===== config.mk =====
export PLATFORM = sky130hd
export DESIGN_NAME = motion_weight_take_detector_top
export DESIGN_NICKNAME = d
export VERILOG_FILES = /design/src/hdl/mwtd_pkg.sv /design/src/hdl/motion_weight_take_detector_top.sv /design/src/hdl/mwtd_front.sv /design/src/hdl/mwtd_back.sv /design/src/hdl/mwtd_outq.sv
export SDC_FILE = /design/constraint.sdc
export NUM_CORES = 2
export LEC_CHECK = 0
export ABC_AREA = 1
export BUFFER_PORTS_ARGS = -buffer_cell sky130_fd_sc_hd__buf_2
export CAP_MARGIN = 20
export CORE_UTILIZATION = 60
export DETAILED_ROUTE_END_ITERATION = 10
export PLACE_DENSITY = 0.76
export REMOVE_ABC_BUFFERS = 1
export SETUP_SLACK_MARGIN = 0.1
export SLEW_MARGIN = 10
export SYNTH_ARGS = -nofsm -noshare
export SYNTH_HDL_FRONTEND = slang
export SYNTH_SLANG_ARGS = --single-unit

===== constraint.sdc =====
create_clock -name clk -period 21 [get_ports clk]
set_input_delay 6.3 -clock clk [delete_from_list [all_inputs] [get_ports clk]]
set_output_delay 6.3 -clock clk [all_outputs]
set_load 0.005 [all_outputs]

===== src/hdl/mwtd_pkg.sv =====
// mwtd_pkg: shared types, codes and defaults for the motion/weight take detector.
// No dependencies.
package mwtd_pkg;

    localparam logic [31:0] BOOT_GUARD_MS_DEF       = 32'd5000;
    localparam logic [31:0] IDLE_COOLDOWN_MS_DEF    = 32'd5000;
    localparam logic [31:0] CROSSTALK_WINDOW_MS_DEF = 32'd500;

    // event kinds
    localparam logic [1:0] KIND_TAKE_OK     = 2'd0;
    localparam logic [1:0] KIND_TAKE_RETURN = 2'd1;
    localparam logic [1:0] KIND_OPEN_NOTAKE = 2'd2;
    localparam logic [1:0] KIND_NO_MOTION   = 2'd3;

    // per-compartment phases
    localparam logic [1:0] PH_IDLE        = 2'd0;
    localparam logic [1:0] PH_WAIT_TAKE   = 2'd1;
    localparam logic [1:0] PH_WAIT_RETURN = 2'd2;

    // register indexes
    localparam logic [2:0] REG_WEIGHT_DELTA = 3'd0;
    localparam logic [2:0] REG_DOSE         = 3'd1;
    localparam logic [2:0] REG_RETURN       = 3'd2;
    localparam logic [2:0] REG_STABLE_CNT   = 3'd3;
    localparam logic [2:0] REG_WAIT_WIN     = 3'd4;
    localparam logic [2:0] REG_RETURN_WIN   = 3'd5;
    localparam logic [2:0] REG_NO_MOTION    = 3'd6;
    localparam logic [2:0] REG_SECOND_EN    = 3'd7;

    // 2^25/3 rounded up; exact quotient for magnitudes below 2^25
    localparam logic [23:0] RECIP3 = 24'd11184811;

    typedef struct packed {
        logic [22:0] weight_delta_threshold;
        logic [22:0] dose_threshold;
        logic [22:0] return_threshold;
        logic [7:0]  return_stable_count;
        logic [31:0] wait_window_ms;
        logic [31:0] return_window_ms;
        logic [31:0] no_motion_anomaly_ms;
        logic        second_scale_enable;
    } mwtd_cfg_t;

    typedef struct packed {
        logic               comp;
        logic               motion;
        logic signed [23:0] weight;
        logic [31:0]        now_ms;
        logic               boot;
    } mwtd_item_t;

    typedef struct packed {
        logic       comp;
        logic [1:0] kind;
    } mwtd_result_t;

    function automatic logic [25:0] abs26(input logic signed [25:0] v);
        abs26 = v[25] ? 26'(-v) : 26'(v);
    endfunction

endpackage


===== src/hdl/motion_weight_take_detector_top.sv =====
// motion_weight_take_detector_top: configuration registers and the three parts.
// Depends on mwtd_pkg, mwtd_front, mwtd_back, mwtd_outq.
//
// Usage:
//  Samples enter through a queue port: an item is taken when push is high
//  and full is low. Each carries compartment, motion, weight and now_ms.
//  Samples for compartment 1 are dropped at the door while
//  second_scale_enable is 0.
//  Events leave through a queue port: while empty is low the oldest event
//  is on event_compartment/event_kind/medicine_taken; pop takes it.
//  Configuration: cfg_valid/cfg_ready with cfg_index (register 0..7) and
//  cfg_data; cfg_ready is always high, write only while the block is idle.
//  Work: the back end takes one sample at a time through pop, history sum,
//  divide-by-three multiply and update, and pops the next sample only
//  after the update; the event is pushed to the output queue at update.
//  A two-entry input queue lets new samples in while one is at work.
//  When the receiver stalls, up to two events wait in the output queue;
//  beyond that the back end holds its update, then the input queue fills
//  and full rises. Nothing is dropped.
//  Reset clears all compartment state, both queues, and loads the
//  register defaults.
module motion_weight_take_detector_top #(
    parameter logic [31:0] BOOT_GUARD_MS       = mwtd_pkg::BOOT_GUARD_MS_DEF,
    parameter logic [31:0] IDLE_COOLDOWN_MS    = mwtd_pkg::IDLE_COOLDOWN_MS_DEF,
    parameter logic [31:0] CROSSTALK_WINDOW_MS = mwtd_pkg::CROSSTALK_WINDOW_MS_DEF
) (
    input  logic               clk,
    input  logic               rst_n,
    input  logic               push,
    output logic               full,
    input  logic               compartment,
    input  logic               motion,
    input  logic signed [23:0] weight,
    input  logic [31:0]        now_ms,
    output logic               empty,
    input  logic               pop,
    output logic               event_compartment,
    output logic [1:0]         event_kind,
    output logic               medicine_taken,
    input  logic               cfg_valid,
    output logic               cfg_ready,
    input  logic [2:0]         cfg_index,
    input  logic [31:0]        cfg_data
);
    mwtd_pkg::mwtd_cfg_t    cfg_reg;
    mwtd_pkg::mwtd_item_t   item;
    mwtd_pkg::mwtd_result_t res;
    logic item_valid, item_pop, res_push, res_full;

    assign cfg_ready = 1'b1;

    // register file: each write masks data to the register width
    always_ff @(posedge clk or negedge rst_n)
    begin
        if (!rst_n)
        begin
            cfg_reg.weight_delta_threshold <= 23'd20000;
            cfg_reg.dose_threshold         <= 23'd2000;
            cfg_reg.return_threshold       <= 23'd10000;
            cfg_reg.return_stable_count    <= 8'd3;
            cfg_reg.wait_window_ms         <= 32'd10000;
            cfg_reg.return_window_ms       <= 32'd30000;
            cfg_reg.no_motion_anomaly_ms   <= 32'd5000;
            cfg_reg.second_scale_enable    <= 1'b1;
        end
        else if (cfg_valid)
        begin
            unique case (cfg_index)
                mwtd_pkg::REG_WEIGHT_DELTA: cfg_reg.weight_delta_threshold <= cfg_data[22:0];
                mwtd_pkg::REG_DOSE:         cfg_reg.dose_threshold         <= cfg_data[22:0];
                mwtd_pkg::REG_RETURN:       cfg_reg.return_threshold       <= cfg_data[22:0];
                mwtd_pkg::REG_STABLE_CNT:   cfg_reg.return_stable_count    <= cfg_data[7:0];
                mwtd_pkg::REG_WAIT_WIN:     cfg_reg.wait_window_ms         <= cfg_data;
                mwtd_pkg::REG_RETURN_WIN:   cfg_reg.return_window_ms       <= cfg_data;
                mwtd_pkg::REG_NO_MOTION:    cfg_reg.no_motion_anomaly_ms   <= cfg_data;
                mwtd_pkg::REG_SECOND_EN:    cfg_reg.second_scale_enable    <= cfg_data[0];
                default: ;
            endcase
        end
    end

    mwtd_front #(.BOOT_GUARD_MS(BOOT_GUARD_MS)) u_front (
        .clk(clk), .rst_n(rst_n), .push(push), .full(full),
        .compartment(compartment), .motion(motion), .weight(weight), .now_ms(now_ms),
        .second_scale_enable(cfg_reg.second_scale_enable),
        .item_valid(item_valid), .item(item), .item_pop(item_pop)
    );

    mwtd_back #(
        .IDLE_COOLDOWN_MS(IDLE_COOLDOWN_MS),
        .CROSSTALK_WINDOW_MS(CROSSTALK_WINDOW_MS)
    ) u_back (
        .clk(clk), .rst_n(rst_n), .cfg(cfg_reg),
        .item_valid(item_valid), .item(item), .item_pop(item_pop),
        .res_push(res_push), .res(res), .res_full(res_full)
    );

    mwtd_outq u_outq (
        .clk(clk), .rst_n(rst_n), .res_push(res_push), .res(res), .res_full(res_full),
        .empty(empty), .pop(pop), .event_compartment(event_compartment),
        .event_kind(event_kind), .medicine_taken(medicine_taken)
    );
endmodule


===== src/hdl/mwtd_front.sv =====
// mwtd_front: input queue; drops samples of a disabled second scale, tags boot-guard samples.
// Depends on mwtd_pkg.
module mwtd_front #(
    parameter logic [31:0] BOOT_GUARD_MS = mwtd_pkg::BOOT_GUARD_MS_DEF
) (
    input  logic                 clk,
    input  logic                 rst_n,
    input  logic                 push,
    output logic                 full,
    input  logic                 compartment,
    input  logic                 motion,
    input  logic signed [23:0]   weight,
    input  logic [31:0]          now_ms,
    input  logic                 second_scale_enable,
    output logic                 item_valid,
    output mwtd_pkg::mwtd_item_t item,
    input  logic                 item_pop
);
    mwtd_pkg::mwtd_item_t q_reg [2];
    logic [1:0] cnt_reg, cnt_next;
    logic       wptr_reg, rptr_reg;
    logic       wr, rd;

    assign full       = cnt_reg == 2'd2;
    assign item_valid = cnt_reg != 2'd0;
    assign item       = q_reg[rptr_reg];
    assign rd         = item_pop && item_valid;
    assign wr         = push && !full && !(compartment && !second_scale_enable);

    always_comb
    begin
        cnt_next = cnt_reg;
        if (wr && !rd)
        begin
            cnt_next = cnt_reg + 2'd1;
        end
        else if (rd && !wr)
        begin
            cnt_next = cnt_reg - 2'd1;
        end
    end

    always_ff @(posedge clk or negedge rst_n)
    begin
        if (!rst_n)
        begin
            cnt_reg  <= 2'd0;
            wptr_reg <= 1'b0;
            rptr_reg <= 1'b0;
        end
        else
        begin
            cnt_reg <= cnt_next;
            if (wr) wptr_reg <= !wptr_reg;
            if (rd) rptr_reg <= !rptr_reg;
        end
    end

    always_ff @(posedge clk)
    begin
        if (wr)
        begin
            q_reg[wptr_reg] <= '{comp: compartment, motion: motion, weight: weight,
                                 now_ms: now_ms, boot: now_ms < BOOT_GUARD_MS};
        end
    end
endmodule


===== src/hdl/mwtd_back.sv =====
// mwtd_back: per-compartment state and the take/return machine, one sample at a time.
// Depends on mwtd_pkg.
module mwtd_back #(
    parameter logic [31:0] IDLE_COOLDOWN_MS    = mwtd_pkg::IDLE_COOLDOWN_MS_DEF,
    parameter logic [31:0] CROSSTALK_WINDOW_MS = mwtd_pkg::CROSSTALK_WINDOW_MS_DEF
) (
    input  logic                   clk,
    input  logic                   rst_n,
    input  mwtd_pkg::mwtd_cfg_t    cfg,
    input  logic                   item_valid,
    input  mwtd_pkg::mwtd_item_t   item,
    output logic                   item_pop,
    output logic                   res_push,
    output mwtd_pkg::mwtd_result_t res,
    input  logic                   res_full
);
    typedef enum logic [1:0] {ST_IDLE, ST_SUM, ST_MUL, ST_EXEC} st_t;
    st_t state_reg;

    logic [1:0]         phase_reg [2];
    logic [31:0]        edge_reg  [2];
    logic               mwh_reg   [2];
    logic signed [23:0] ref_reg   [2];
    logic signed [23:0] tbase_reg [2];
    logic [31:0]        ttime_reg [2];
    logic [7:0]         hits_reg  [2];
    logic signed [23:0] hist_reg  [2][3];
    logic [1:0]         hcnt_reg  [2];
    logic [31:0]        lmt_reg   [2];
    logic signed [23:0] prev_reg  [2];
    logic               seen_reg  [2];
    logic [31:0]        let_reg   [2];

    mwtd_pkg::mwtd_item_t it_reg;
    logic               c;
    logic [24:0]        mag_reg;
    logic               neg_reg;
    logic signed [23:0] simple_reg;
    logic [48:0]        prod_reg;

    // SUM stage
    logic signed [25:0] sum3;
    logic signed [24:0] sum2;
    logic signed [24:0] half2;

    assign c    = it_reg.comp;
    assign sum3 = 26'(hist_reg[c][0]) + 26'(hist_reg[c][1]) + 26'(hist_reg[c][2]);
    assign sum2 = 25'(hist_reg[c][0]) + 25'(hist_reg[c][1]);
    assign half2 = (sum2 + 25'(sum2[24])) >>> 1;   // toward zero

    // EXEC combinational
    logic signed [24:0] q3;
    logic signed [23:0] base;
    logic               boot, arm, cancel, hit, concl, taken, quiet;
    logic [1:0]         ph, ph_new;
    logic [31:0]        edge_n, lmt_n, sdiff;
    logic signed [23:0] ref_n, prev0;
    logic [7:0]         hits_n;
    logic [25:0]        thr_wd;
    logic               emit;
    logic [1:0]         kind;
    logic               set_take, set_let;

    always_comb
    begin
        q3     = 25'(prod_reg[48:25]);
        base   = (hcnt_reg[c] == 2'd3) ? 24'(neg_reg ? -q3 : q3) : simple_reg;
        boot   = it_reg.boot;
        prev0  = seen_reg[c] ? prev_reg[c] : it_reg.weight;
        lmt_n  = it_reg.motion ? it_reg.now_ms : lmt_reg[c];
        arm    = !boot && phase_reg[c] == mwtd_pkg::PH_IDLE && it_reg.motion && !mwh_reg[c];
        ph     = arm ? mwtd_pkg::PH_WAIT_TAKE : phase_reg[c];
        edge_n = arm ? it_reg.now_ms : edge_reg[c];
        ref_n  = arm ? base : ref_reg[c];
        thr_wd = {3'b000, cfg.weight_delta_threshold};
        sdiff  = edge_n - edge_reg[!c];
        cancel = cfg.second_scale_enable && phase_reg[!c] == mwtd_pkg::PH_WAIT_RETURN &&
                 (($signed(sdiff) < $signed(CROSSTALK_WINDOW_MS) &&
                   $signed(sdiff) > -$signed(CROSSTALK_WINDOW_MS)) ||
                  (edge_reg[!c] != 32'd0 && edge_n > edge_reg[!c]));
        hit    = mwtd_pkg::abs26(26'(it_reg.weight) - 26'(tbase_reg[c])) <
                 {3'b000, cfg.return_threshold};
        hits_n = hit ? ((hits_reg[c] == 8'hFF) ? 8'hFF : hits_reg[c] + 8'd1) : 8'd0;
        concl  = hit && hits_n >= cfg.return_stable_count;
        taken  = mwtd_pkg::abs26(26'(tbase_reg[c]) - 26'(it_reg.weight)) >
                 {3'b000, cfg.dose_threshold};
        quiet  = !(it_reg.now_ms - let_reg[c] < IDLE_COOLDOWN_MS ||
                   it_reg.now_ms - lmt_n < cfg.no_motion_anomaly_ms);
        ph_new   = ph;
        emit     = 1'b0;
        kind     = mwtd_pkg::KIND_TAKE_OK;
        set_take = 1'b0;
        set_let  = 1'b0;
        if (!boot)
        begin
            if (ph == mwtd_pkg::PH_WAIT_TAKE)
            begin
                if (cancel)
                begin
                    ph_new = mwtd_pkg::PH_IDLE;
                end
                else if ($signed(26'(ref_n) - 26'(it_reg.weight)) > $signed(thr_wd))
                begin
                    ph_new   = mwtd_pkg::PH_WAIT_RETURN;
                    set_take = 1'b1;
                end
                else if (it_reg.now_ms - edge_n > cfg.wait_window_ms)
                begin
                    ph_new = mwtd_pkg::PH_IDLE;
                    emit   = 1'b1;
                    kind   = mwtd_pkg::KIND_OPEN_NOTAKE;
                end
            end
            else if (ph == mwtd_pkg::PH_WAIT_RETURN)
            begin
                if (concl)
                begin
                    ph_new = mwtd_pkg::PH_IDLE;
                    emit   = 1'b1;
                    kind   = taken ? mwtd_pkg::KIND_TAKE_OK : mwtd_pkg::KIND_TAKE_RETURN;
                end
                else if (it_reg.now_ms - ttime_reg[c] > cfg.return_window_ms)
                begin
                    ph_new = mwtd_pkg::PH_IDLE;
                    emit   = 1'b1;
                    kind   = mwtd_pkg::KIND_TAKE_OK;
                end
            end
            else if (quiet &&
                     mwtd_pkg::abs26(26'(it_reg.weight) - 26'(prev0)) > thr_wd)
            begin
                emit = 1'b1;
                kind = mwtd_pkg::KIND_NO_MOTION;
            end
        end
        set_let = emit;
    end

    logic adv;
    assign adv      = state_reg == ST_EXEC && !(emit && res_full);
    assign item_pop = state_reg == ST_IDLE && item_valid;
    assign res_push = adv && emit;
    assign res      = '{comp: c, kind: kind};

    always_ff @(posedge clk or negedge rst_n)
    begin
        if (!rst_n)
        begin
            state_reg <= ST_IDLE;
            for (int i = 0; i < 2; i++)
            begin
                phase_reg[i] <= mwtd_pkg::PH_IDLE;
                edge_reg[i]  <= '0;
                mwh_reg[i]   <= 1'b0;
                ref_reg[i]   <= '0;
                tbase_reg[i] <= '0;
                ttime_reg[i] <= '0;
                hits_reg[i]  <= '0;
                hcnt_reg[i]  <= '0;
                lmt_reg[i]   <= '0;
                prev_reg[i]  <= '0;
                seen_reg[i]  <= 1'b0;
                let_reg[i]   <= '0;
                for (int j = 0; j < 3; j++)
                begin
                    hist_reg[i][j] <= '0;
                end
            end
        end
        else
        begin
            unique case (state_reg)
                ST_IDLE:
                begin
                    if (item_valid) state_reg <= ST_SUM;
                end
                ST_SUM:  state_reg <= ST_MUL;
                ST_MUL:  state_reg <= ST_EXEC;
                ST_EXEC:
                begin
                    if (adv)
                    begin
                        state_reg      <= ST_IDLE;
                        hist_reg[c][2] <= hist_reg[c][1];
                        hist_reg[c][1] <= hist_reg[c][0];
                        hist_reg[c][0] <= it_reg.weight;
                        if (hcnt_reg[c] != 2'd3) hcnt_reg[c] <= hcnt_reg[c] + 2'd1;
                        prev_reg[c] <= it_reg.weight;
                        seen_reg[c] <= 1'b1;
                        lmt_reg[c]  <= lmt_n;
                        mwh_reg[c]  <= it_reg.motion;
                        if (!boot)
                        begin
                            phase_reg[c] <= ph_new;
                            edge_reg[c]  <= edge_n;
                            ref_reg[c]   <= ref_n;
                            if (ph == mwtd_pkg::PH_WAIT_RETURN) hits_reg[c] <= hits_n;
                            if (set_take)
                            begin
                                tbase_reg[c] <= ref_n;
                                ttime_reg[c] <= it_reg.now_ms;
                                hits_reg[c]  <= 8'd0;
                            end
                            if (set_let) let_reg[c] <= it_reg.now_ms;
                        end
                    end
                end
                default: state_reg <= ST_IDLE;
            endcase
        end
    end

    always_ff @(posedge clk)
    begin
        if (item_pop) it_reg <= item;
        if (state_reg == ST_SUM)
        begin
            neg_reg    <= sum3[25];
            mag_reg    <= 25'(mwtd_pkg::abs26(sum3));
            simple_reg <= (hcnt_reg[c] == 2'd0) ? 24'sd0 :
                          (hcnt_reg[c] == 2'd1) ? hist_reg[c][0] : 24'(half2);
        end
        if (state_reg == ST_MUL) prod_reg <= 49'(mag_reg) * 49'(mwtd_pkg::RECIP3);
    end

`ifndef SYNTHESIS
    a_no_phase3: assert property (@(posedge clk) disable iff (!rst_n)
        phase_reg[0] != 2'd3 && phase_reg[1] != 2'd3)
        else $error("phase 3 reached");
    a_push_room: assert property (@(posedge clk) disable iff (!rst_n)
        res_push |-> !res_full)
        else $error("result pushed into full queue");
    a_pop_idle: assert property (@(posedge clk) disable iff (!rst_n)
        item_pop |=> state_reg == ST_SUM)
        else $error("sample pop did not start work");
    a_exec_after_mul: assert property (@(posedge clk) disable iff (!rst_n)
        state_reg == ST_MUL |=> state_reg == ST_EXEC)
        else $error("pipeline sequence broken");
`endif
endmodule


===== src/hdl/mwtd_outq.sv =====
// mwtd_outq: two-entry result queue driving the event ports.
// Depends on mwtd_pkg.
module mwtd_outq (
    input  logic                   clk,
    input  logic                   rst_n,
    input  logic                   res_push,
    input  mwtd_pkg::mwtd_result_t res,
    output logic                   res_full,
    output logic                   empty,
    input  logic                   pop,
    output logic                   event_compartment,
    output logic [1:0]             event_kind,
    output logic                   medicine_taken
);
    mwtd_pkg::mwtd_result_t q_reg [2];
    logic [1:0] cnt_reg;
    logic       wptr_reg, rptr_reg;
    logic       rd;

    assign res_full          = cnt_reg == 2'd2;
    assign empty             = cnt_reg == 2'd0;
    assign rd                = pop && !empty;
    assign event_compartment = q_reg[rptr_reg].comp;
    assign event_kind        = q_reg[rptr_reg].kind;
    assign medicine_taken    = q_reg[rptr_reg].kind == mwtd_pkg::KIND_TAKE_OK;

    always_ff @(posedge clk or negedge rst_n)
    begin
        if (!rst_n)
        begin
            cnt_reg  <= 2'd0;
            wptr_reg <= 1'b0;
            rptr_reg <= 1'b0;
        end
        else
        begin
            if (res_push && !rd) cnt_reg <= cnt_reg + 2'd1;
            else if (rd && !res_push) cnt_reg <= cnt_reg - 2'd1;
            if (res_push) wptr_reg <= !wptr_reg;
            if (rd) rptr_reg <= !rptr_reg;
        end
    end

    always_ff @(posedge clk)
    begin
        if (res_push) q_reg[wptr_reg] <= res;
    end
endmodule


==> results.json <==
{
  "status": "finished clean",
  "nFillCells": 11244,
  "hold_end": "u_back.tbase_reg[4]$_DFFE_PN0P_",
  "initial_core_util": 0.6050,
  "slew_violations": 0,
  "cts_tree": "done",
  "crit_arrival_ns": 11.69,
  "crit_start": "u_back.c$_DFFE_PP_",
  "cts_resized": 0,
  "post_drt_wl_per_cell_um": 20.80,
  "synth_seq_area_share": 0.3406,
  "setup_viol": 0,
  "synth_flop_cell": "dfrtp_1",
  "synthDistinctLibCells": 70,
  "place_ws_ns": 10.17,
  "timing.critical_path.mode_cell": "o21ai_0",
  "synth.largest_area_cell": "dfrtp_1",
  "synth_edf_count": 257,
  "ios": 105,
  "grt_pass1_vias": 65821,
  "die_h_um": 363.3,
  "grtUsageTotal": 0.3751,
  "synth_top_cells_by_count": "2755 x nand2_1, 1490 x inv_1, 968 x o21ai_0",
  "cts_setup_buffers": 0,
  "rsz0062_at_grt": "no",
  "ys_warn_count": 0,
  "area_growth_syn_to_layout_pct": 7.898,
  "antenna_found_initial": 18,
  "avgSynthCellArea_um2": 7.829,
  "r2r-end": "u_back.hist_reg[5]$_DFFE_PN0P_",
  "coreArea_um2": 129500,
  "crit_slowest_cell": "buf_4",
  "worstHoldStart": "u_back.tbase_reg[4]$_DFFE_PN0P_",
  "cp-end-kind": "register",
  "whs_ns": 0.4783,
  "top_layer_used": "met5",
  "drt.antenna.violating_nets": 0,
  "drtIter0Drc": 7897,
  "vias": 68583,
  "worstHoldPathType": "reg2reg",
  "wl_met1_mm": 109.0,
  "synth_top_cell_area_share": 0.2300,
  "synth-seq-cells": 1013,
  "yosysMostFrequentCell": "nand2_1",
  "clock_latency_ns": 0.77,
  "drc": 0,
  "synth_area_leaders": "dfrtp_1 23%, nand2_1 13%, ha_1 12%, edfxtp_1 9.9%, inv_1 7.1%",
  "clk_pin_slew_ns": 0.07,
  "dr.pass1.iters": 6,
  "nNetsFinal": 11169,
  "slowest_delay_ns": 0.89,
  "grt_max_degree": 190,
  "slew_headroom": 0.1981,
  "fmax_mhz": 90.01,
  "cp-start-kind": "register",
  "critical_path_class": "reg2reg",
  "worstPathMaxFanout": 97,
  "clk_path_buf_depth": 3,
  "die_x_um": 363.3,
  "htreeDepth": 3,
  "drive_gt1_frac": 0.05735,
  "fin_worst_skew_ns": 0.05906,
  "dp_hpwl_mm": 191.7,
  "die_area_um2": 132000,
  "post-route-period-util": 0.5290,
  "tightest_slew_ns": 1.195,
  "timing.final.hold_violations": 0,
  "finalCriticalPeriod_ns": 11.11,
  "rrSetupSlack_ns": 9.89,
  "async_reset_ff_frac": 0.7463,
  "cts_root_buffer": "clkbuf_16",
  "largest_reg_flops": 174,
  "hold_buffers": 0,
  "final_util": 0.6528,
  "timing.rr.start": "u_back.c$_DFFE_PP_",
  "grt_pass1_wl_mm": 379.7,
  "num_rows": 132,
  "holdPathStages": 2,
  "fin_ws_ns": 9.890,
  "cp.required_ns": 21.58,
  "drv_cap": 0,
  "synth_cells": 10006,
  "numCtsBuffers": 109,
  "wl_met2_mm": 106.1,
  "syn_area_um2": 78340,
  "place.port_buffers": 103,
  "grt_overflow": 0,
  "clkSinkCount": 1013,
  "vias_per_cell": 5.772,
  "routed_wl_mm": 247.1,
  "met3WireLength_mm": 23.96,
  "reg2reg_depth": 41,
  "place.gp.congestion": 1.008
}
worst max-delay path: cells and delay by family, from the launching register on:
kind / cells / cell delay [ns]
flip-flops: 1 / 0.34
buffers and inverters: 7 / 3.24
AO/OA/AOI/OAI: 15 / 3.01
adder cells (fa/ha/maj): 4 / 1.32
AND/OR/NAND/NOR: 14 / 2.76
XOR/XNOR: 1 / 0.12
through the flow:
stage	setup TNS, ns	std cells	area (µm²)
6_report	0	11881	84530
2_1_floorplan	-308.92	9718	76990
4_1_cts	0	11864	84350
5_1_grt	0	11877	84520
3_3_place_gp	0	11656	80480
3_5_place_dp	0	11657	80490
cells in the final DEF (no fill, tap or decap), drive strengths merged, types with 5 or more instances in the layout:
cell and count:
nand2 2787, inv 1510, o21ai 1014, ha 771, dfrtp 720, nor2 547
a21oi 490, nand3 282, fa 265, edfxtp 257, xor2 242, buf 203
clkbuf 140, nand4 108, xnor2 99, nor3 88, o211ai 74, or2 57
mux2i 54, clkinv 45, o21bai 39, dfstp 36, o31ai 33, a31oi 28
a21boi 26, a21o 25, nand3b 25, nor4 23, a211oi 22, o21a 22
o221ai 15, a32oi 15, bufinv 14, a22oi 9, diode 8, clkinvlp 7
a221oi 6, nor3b 5
cell families (layout without fill, tap and decap cells):
logic type	Yosys count	count (layout)	synth area share
xor gates and xnor gates	341	341	0.03822
DFF	1013	1013	0.3406
muxes	54	54	0.006900
AOI/OAI and AO/OA	1836	1836	0.1285
adders and majority gates	1036	1036	0.1909
buffers and inverters	1794	1919	0.08946
and+or+nand+nor	3931	3931	0.2055
other	1	9	0.00004787
metal layers:
layer | vias to the layer above | global-route usage
met5 | - | 0
met4 | 6 | 0.1166
met3 | 439 | 0.07707
met2 | 2876 | 0.5636
met1 | 32805 | 0.5427
li1 | 32457 | -
worst max path at each step:
stage                                       end  slack, ns  depth (start not counted)
3_3_place_gp   u_back.ttime_reg[26]$_DFFE_PN0P_      10.37                         39
6_report         u_back.hist_reg[5]$_DFFE_PN0P_       9.89                         41
3_5_place_dp   u_back.hist_reg[135]$_DFFE_PN0P_      10.17                         39
4_1_cts         u_back.prev_reg[38]$_DFFE_PN0P_      10.10                         37
5_1_grt        u_back.ttime_reg[29]$_DFFE_PN0P_       8.80                         40
2_1_floorplan   u_back.tbase_reg[0]$_DFFE_PN0P_      -2.10                         38
final cells by class:
cell class | count | area [µm²] | share of cell area
multi-input combinational | 7199 | 44720 | 0.5291
sequential | 1013 | 26680 | 0.3157
inverter | 1506 | 5655 | 0.06691
clock buffer | 137 | 3015 | 0.03567
tap | 1742 | 2180 | 0.02579
timing repair buffer | 206 | 1408 | 0.01665
clock inverter | 70 | 844.6 | 0.009992
antenna | 8 | 20.02 | 0.0002368
Power is not shown: default switching activity piles up to over one toggle a cycle in this logic, so the estimate is an artifact.
